`config.mk`:
```
export PLATFORM = sky130hd
export DESIGN_NAME = gas_ctrl
export DESIGN_NICKNAME = d
export VERILOG_FILES = /design/src/rtl/gas_pkg.sv /design/src/rtl/gas_ctrl.sv
export SDC_FILE = /design/constraint.sdc
export NUM_CORES = 1
export LEC_CHECK = 0
export ABC_AREA = 1
export ABC_CLOCK_PERIOD_IN_PS = 1900
export BUFFER_PORTS_ARGS = -buffer_cell sky130_fd_sc_hd__buf_2
export CAP_MARGIN = 30
export CELL_PAD_IN_SITES_DETAIL_PLACEMENT = 0
export CELL_PAD_IN_SITES_GLOBAL_PLACEMENT = 2
export CORE_ASPECT_RATIO = 1.75
export CORE_MARGIN = 5
export CORE_UTILIZATION = 27
export DETAILED_ROUTE_END_ITERATION = 10
export GPL_ROUTABILITY_DRIVEN = 0
export GPL_TIMING_DRIVEN = 0
export PLACE_DENSITY = 0.76
export SETUP_SLACK_MARGIN = 0.05
export SYNTH_ARGS = -nofsm -noshare
export SYNTH_HDL_FRONTEND = slang
export SYNTH_SLANG_ARGS = --single-unit
```
`constraint.sdc`:
```
create_clock -name clk -period 1.9 [get_ports clk]
set_input_delay 0.285 -clock clk [delete_from_list [all_inputs] [get_ports clk]]
set_output_delay 0.285 -clock clk [all_outputs]
set_load 0.01 [all_outputs]
```
`src/rtl/gas_pkg.sv`:
```
// gas_pkg: shared codes, field widths and controller/datapath link types
// for the grid A* step block; no dependencies
package gas_pkg;

  localparam int OP_W   = 2;
  localparam int CRD_W  = 5;
  localparam int CST_W  = 9;
  localparam int PIX_W  = 10;
  localparam int ST_W   = 2;
  localparam int LEN_W  = 11;
  localparam int CIDX_W = 2;

  typedef enum logic [OP_W-1:0] {
    OP_LOAD    = 2'd0,
    OP_RESTART = 2'd1,
    OP_STEP    = 2'd2,
    OP_READ    = 2'd3
  } op_t;

  localparam logic [ST_W-1:0] ST_OK     = 2'd0;
  localparam logic [ST_W-1:0] ST_GOAL   = 2'd1;
  localparam logic [ST_W-1:0] ST_EMPTY  = 2'd2;
  localparam logic [ST_W-1:0] ST_BEYOND = 2'd3;

  localparam logic [CIDX_W-1:0] CFG_START_X = 2'd0;
  localparam logic [CIDX_W-1:0] CFG_START_Y = 2'd1;
  localparam logic [CIDX_W-1:0] CFG_GOAL_X  = 2'd2;
  localparam logic [CIDX_W-1:0] CFG_GOAL_Y  = 2'd3;

  localparam logic [1:0] MK_UNSEEN = 2'd0;
  localparam logic [1:0] MK_OPEN   = 2'd1;
  localparam logic [1:0] MK_CLOSED = 2'd2;

  localparam logic [1:0] DIR_LEFT  = 2'd0;
  localparam logic [1:0] DIR_DOWN  = 2'd1;
  localparam logic [1:0] DIR_RIGHT = 2'd2;
  localparam logic [1:0] DIR_UP    = 2'd3;

  typedef enum logic [2:0] {
    EM_PLAIN  = 3'd0,
    EM_GOAL   = 3'd1,
    EM_EMPTY  = 3'd2,
    EM_STEP   = 3'd3,
    EM_PATH   = 3'd4,
    EM_BEYOND = 3'd5
  } emit_t;

  typedef struct packed {
    logic  capture;
    logic  load_cost;
    logic  clear_start;
    logic  clear_run;
    logic  restart_init;
    logic  scan_start;
    logic  scan_run;
    logic  remove_rd;
    logic  remove_wr;
    logic  relax_rd;
    logic  relax_wr;
    logic  path_wr;
    logic  path_rd;
    logic  emit;
    emit_t kind;
  } gas_cmd_t;

  typedef struct packed {
    op_t  op;
    logic goal_found;
    logic open_empty;
    logic path_idx_ok;
    logic clear_last;
    logic scan_done;
    logic is_goal;
    logic last_dir;
    logic path_stop;
    logic parent_bad;
    logic out_free;
  } gas_stat_t;

endpackage

```
`src/rtl/gas_ctrl.sv`:
```
// gas_ctrl: sequencer for load, restart, step and path read
// depends on gas_pkg for command and status types
module gas_ctrl import gas_pkg::*; (
  input  logic      clk,
  input  logic      rst_n,
  input  logic      in_valid,
  output logic      in_ready,
  input  gas_stat_t st,
  output gas_cmd_t  cmd
);
  typedef enum logic [11:0] {
    S_IDLE     = 12'b0000_0000_0001,
    S_DECODE   = 12'b0000_0000_0010,
    S_CLEAR    = 12'b0000_0000_0100,
    S_INIT     = 12'b0000_0000_1000,
    S_SCAN     = 12'b0000_0001_0000,
    S_REMOVE   = 12'b0000_0010_0000,
    S_SETTLE   = 12'b0000_0100_0000,
    S_RELAX_RD = 12'b0000_1000_0000,
    S_RELAX_WR = 12'b0001_0000_0000,
    S_PATH_WR  = 12'b0010_0000_0000,
    S_PATH_RD  = 12'b0100_0000_0000,
    S_EMIT     = 12'b1000_0000_0000
  } state_t;

  state_t state_r, state_nxt;
  emit_t  kind_r, kind_nxt;

  always_comb begin
    state_nxt = state_r;
    kind_nxt  = kind_r;
    cmd       = '0;
    cmd.kind  = kind_r;
    in_ready  = 1'b0;
    unique case (state_r)
      S_IDLE: begin
        in_ready = 1'b1;
        if (in_valid) begin
          cmd.capture = 1'b1;
          state_nxt   = S_DECODE;
        end
      end
      S_DECODE: begin
        unique case (st.op)
          OP_LOAD: begin
            cmd.load_cost = 1'b1;
            kind_nxt      = EM_PLAIN;
            state_nxt     = S_EMIT;
          end
          OP_RESTART: begin
            cmd.clear_start = 1'b1;
            state_nxt       = S_CLEAR;
          end
          OP_STEP: begin
            if (st.goal_found) begin
              kind_nxt  = EM_GOAL;
              state_nxt = S_EMIT;
            end else if (st.open_empty) begin
              kind_nxt  = EM_EMPTY;
              state_nxt = S_EMIT;
            end else begin
              cmd.scan_start = 1'b1;
              state_nxt      = S_SCAN;
            end
          end
          OP_READ: begin
            kind_nxt  = st.path_idx_ok ? EM_PATH : EM_BEYOND;
            state_nxt = S_EMIT;
          end
          default: state_nxt = S_EMIT;
        endcase
      end
      S_CLEAR: begin
        cmd.clear_run = 1'b1;
        if (st.clear_last) state_nxt = S_INIT;
      end
      S_INIT: begin
        cmd.restart_init = 1'b1;
        kind_nxt         = EM_PLAIN;
        state_nxt        = S_EMIT;
      end
      S_SCAN: begin
        cmd.scan_run = 1'b1;
        if (st.scan_done) state_nxt = S_REMOVE;
      end
      S_REMOVE: begin
        cmd.remove_rd = 1'b1;
        state_nxt     = S_SETTLE;
      end
      S_SETTLE: begin
        cmd.remove_wr = 1'b1;
        state_nxt     = st.is_goal ? S_PATH_WR : S_RELAX_RD;
      end
      S_RELAX_RD: begin
        cmd.relax_rd = 1'b1;
        state_nxt    = S_RELAX_WR;
      end
      S_RELAX_WR: begin
        cmd.relax_wr = 1'b1;
        if (st.last_dir) begin
          kind_nxt  = EM_STEP;
          state_nxt = S_EMIT;
        end else begin
          state_nxt = S_RELAX_RD;
        end
      end
      S_PATH_WR: begin
        cmd.path_wr = 1'b1;
        if (st.path_stop) begin
          kind_nxt  = EM_GOAL;
          state_nxt = S_EMIT;
        end else begin
          state_nxt = S_PATH_RD;
        end
      end
      S_PATH_RD: begin
        cmd.path_rd = 1'b1;
        if (st.parent_bad) begin
          kind_nxt  = EM_GOAL;
          state_nxt = S_EMIT;
        end else begin
          state_nxt = S_PATH_WR;
        end
      end
      S_EMIT: begin
        if (st.out_free) begin
          cmd.emit  = 1'b1;
          state_nxt = S_IDLE;
        end
      end
      default: state_nxt = S_IDLE;
    endcase
  end

  always_ff @(posedge clk) begin
    if (!rst_n) begin
      state_r <= S_IDLE;
      kind_r  <= EM_PLAIN;
    end else begin
      state_r <= state_nxt;
      kind_r  <= kind_nxt;
    end
  end
endmodule

```
======== Word level (Yosys, flattened, before mapping) ========
Cells that the tools add are included.
operators by class
  equality and inequality tests ........... 24
  multiplexer cells ....................... 41
  reductions and logical operators ........ 5
operators by type and width
  cell                    count
  $pmux W12 S12           1
  $mux W12                9
  $pmux W12 S3            1
  $mux W1                 21
  $mux W3                 5
  $pmux W3 S5             1
  $ne A2 B2 Y1 const B    7
  $eq A12 B1 Y1 const B   1
  $eq A12 B10 Y1 const B  1
  $eq A12 B11 Y1 const B  1
  $eq A12 B12 Y1 const B  1
  $eq A12 B2 Y1 const B   1
  $eq A12 B3 Y1 const B   1
  $eq A12 B4 Y1 const B   1
  $eq A12 B5 Y1 const B   1
  $eq A12 B6 Y1 const B   1
  $eq A12 B7 Y1 const B   1
  $eq A12 B8 Y1 const B   1
  $eq A12 B9 Y1 const B   1
  $mux W10                1
  $pmux W3 S3             1
  $reduce_and A6 Y1       1
  $reduce_bool A5 Y1      1
  $eq A2 B2 Y1 const B    2
  7 further kinds         7
storage, ports and cells
  register bits ........................... 15
  input port bits ......................... 15
  output and inout bits ................... 18
  logic and storage cells ................. 72

======== Longest topological paths before layout ========
  depth after elaboration ................. 4
  mapped depth ............................ 11
  mapped depth without buffers ............ 11

======== Least setup slack after synthesis ========
OpenSTA, ideal clock, no wires.
  kind .................................... reg2reg
  start point ............................. register state_r[4]
  end point ............................... register kind_r[1]
  library setup time ...................... 0.112 ns
  arrival time ............................ 1.216 ns
  data required time ...................... 1.788 ns
  setup slack ............................. 0.572 ns
  stages on the path, launching flop included .. 11
  buffers on the path ..................... 0
  period minus slack after synthesis ...... 1.328 ns
  path through ............................ dfxtp_1 -> nor2_2 -> nand2_4 -> nor2_8 -> o21ai_2 -> nand2_1 -> inv_2 -> nand3_1 -> nand2_1 -> nor2_2 -> nor2_2
on the way
  word-level cells in the longest chain between the ends .. 3
  elaborated cells on any way between the ends .. 13
  those cells by class .................... 10 x eq/ne; 1 x mux; 2 x reduce/logical
ends and longest elaborated chain
  element                                                RTL line         RTL
  from (decl)                                            gas_ctrl.sv:26   state_t state_r, state_nxt;
  from (signal assigned)                                 gas_ctrl.sv:140  state_r <= state_nxt;
  $eq A12 B2 Y1 (tied with other cells)                  gas_ctrl.sv:35   unique case (state_r)
  $ne A4 B1 Y1 (no source line) (tied with other cells)  n/a
  $reduce_and A6 Y1 (no source line)                     n/a
  to (signal assigned)                                   gas_ctrl.sv:141  kind_r <= kind_nxt;
  to (decl)                                              gas_ctrl.sv:27   emit_t kind_r, kind_nxt;
Several ways; a longest one is shown, not always the timed one.
A chain may end at the register's enable or synchronous reset.

==> flow_summary.ini <==
[die]
initial_core_util = 0.2756
dieArea_um2 = 5989
dieWidth_um = 60.68
die_h_um = 98.69
placeableCoreArea_um2 = 4404
num_io_pins = 33
rows = 32

[clock_tree]
clkTransAtPathRegs_ns = 0.06
cts_made_buffers = 3
clock_path_buffers = 2
root_buffer = clkbuf_8
tritoncts = yes
postCtsHoldBufs = 0
clk_latency_ns = 0.24
clock-sinks = 15
htree_num_levels = 1

[worst_setup_path]
slowest_delay_ns = 0.31
path_buf_inv = 1
cp.required_ns = 1.62
critical-path-slowest-cell = dfxtp_1
critPathKind = reg -> out
worstPathMaxFanout = 7
path_delay_family = simple AND/OR/NAND/NOR gates
worstPathArrival_ns = 1.42
worstSetupStartpointType = flip-flop
crit_path_frequent_cell = nand2_4
worstPathCellList = nor2_2, nand2_4, nor2_8, nand2_4, nor2_1, buf_2
reg2reg_slack_ns = 0.36
cp-end-kind = output pin

[sta]
finalSetupViolations = 0
period_needed_ns = 1.707
holdWs_ns = 0.3072
fin_skew_ns = 0.004672
setup_tns_ns = 0
finalCritPeriodShare = 0.8984
worst_pin_slew_ns = 0.3589
fmax_ghz = 0.5858
hold_viol = 0
grt_setup_unrepaired = yes
relSlewSlack = 0.7598
slew_violations = 0

[drt]
drtIter0Drc = 20
drt-pass1-iter-count = 4
vias_per_cell = 4.432
ant_nets = 0
wl_per_cell_um = 11.82
route.detailed.drc = 0
num_vias = 1241
postRouteWirelength_um = 3310

[power_and_ir_drop]
peakVddDrop_mv = 0.2812
p_leak_nw = 0.8682
power_density_nw_per_um2 = 488.7

[global_route]
track_usage = 0.1179
antenna_found_initial = 0
grt_max_degree = 11
overflow = 0
grt_first_pass_wirelength_um = 5451
grt_pass1_vias = 1251

[final_layout]
utilization = 0.3389
fillers = 532
multi_input_area_um2 = 754.5
drive_gt1_frac = 0.3100
antennaDiodeCount = 0
mostFrequentLayoutCell = nand2_1
syn2layout_area_growth_pct = 22.99
seq_area_um2 = 300.3
nets = 250
final_cell_mix = nand2_1 (41), inv_1 (35), buf_2 (32), nor2_1 (23), dfxtp_1 (15)

[job]
maxCapViolCount = 0

[logic_synthesis]
ys_seq_area_frac = 0.2474
syn_nets = 212
synth_cells = 192
syn_avg_cell_area_um2 = 6.321
yosys.cell_types.count = 25
syn_area_um2 = 1214
ys_warn_count = 0
synth-seq-cells = 15

[run_status]
status = finished, final reports clean

[placed_design]
portBuffers = 32
dp_hpwl_um = 2941

[min_path]
hold_class = in -> reg
registers in the layout (all words and copies together), names as in the netlist:
signal / count
kind_r: 3
state_r: 12
stage by stage:
step                      power [mW]  setup slack, ns  instance area (µm²)  instances
final                         0.7294           0.1930                 1493        280
after global routing          0.7784          0.04393                 1493        280
after CTS                     0.7444          0.08924                 1483        279
after detailed placement      0.4923           0.3224                 1438        275
after global placement        0.4932           0.3078                 1438        275
after floorplan               0.4400           0.5717                 1214        192
layer usage:
layer	up-vias	routed length, µm	global-route usage
met2	21	1964	0.2284
li1	663	-	-
met5	-	0	0
met3	2	120	0.01442
met1	555	1197	0.1235
met4	0	29	0.03506
worst paths after layout:
| check | startpoint | end | depth (start not counted) |
|---|---|---|---|
| worst max register to register | state_r[4]$_SDFFE_PN0P_ | kind_r[1]$_SDFFE_PN0P_ | 10 |
| worst min register to register | kind_r[2]$_SDFFE_PN0P_ | kind_r[2]$_SDFFE_PN0P_ | 4 |
| worst max-delay path | state_r[4]$_SDFFE_PN0P_ | cmd[11] | 6 |
| worst min-delay path | rst_n | state_r[0]$_SDFFE_PN1P_ | 2 |
cells in the mapped netlist, drive strengths merged:
master | instances | share of area
nand4 | 4 | 0.026
dfxtp | 15 | 0.25
nand3 | 15 | 0.078
a21oi | 4 | 0.016
o21ai | 7 | 0.035
inv | 42 | 0.13
and3 | 1 | 0.0052
ha | 5 | 0.052
o21a | 1 | 0.0062
nor2 | 36 | 0.16
nand2 | 48 | 0.18
nor3 | 9 | 0.037
nor4 | 2 | 0.010
clkinv | 1 | 0.0031
nand3b | 2 | 0.015
what timing repair did:
| item | 4_1_cts | 5_1_grt |
|---|---|---|
| resized for setup | 0 | 1 |
| setup endpoints to repair | 0 | 3 |
| buffers inserted | 0 | 1 |
cell families after synthesis:
kind of cell	Yosys count	synth area share
adders and majority gates	5	0.05155
and+or+nand+nor	117	0.5103
DFF	15	0.2474
AOI/OAI and AO/OA	12	0.05773
buffers and inverters	43	0.1330
power breakdown:
group	leakage [nW]	internal, mW	total, mW	switching (mW)
Clock	0.0228	0.148	0.247	0.0993
Sequential	0.121	0.323	0.328	0.00541
Combinational	0.724	0.0574	0.154	0.0966
layout make-up:
class	instances	share of cell area
Clock buffer	4	0.03018
Inverter	43	0.1081
Multi-Input combinational cell	134	0.5054
Sequential cell	15	0.2012
Tap cell	51	0.04275
Timing Repair Buffer	33	0.1123
(Power assumes the default switching activity.)
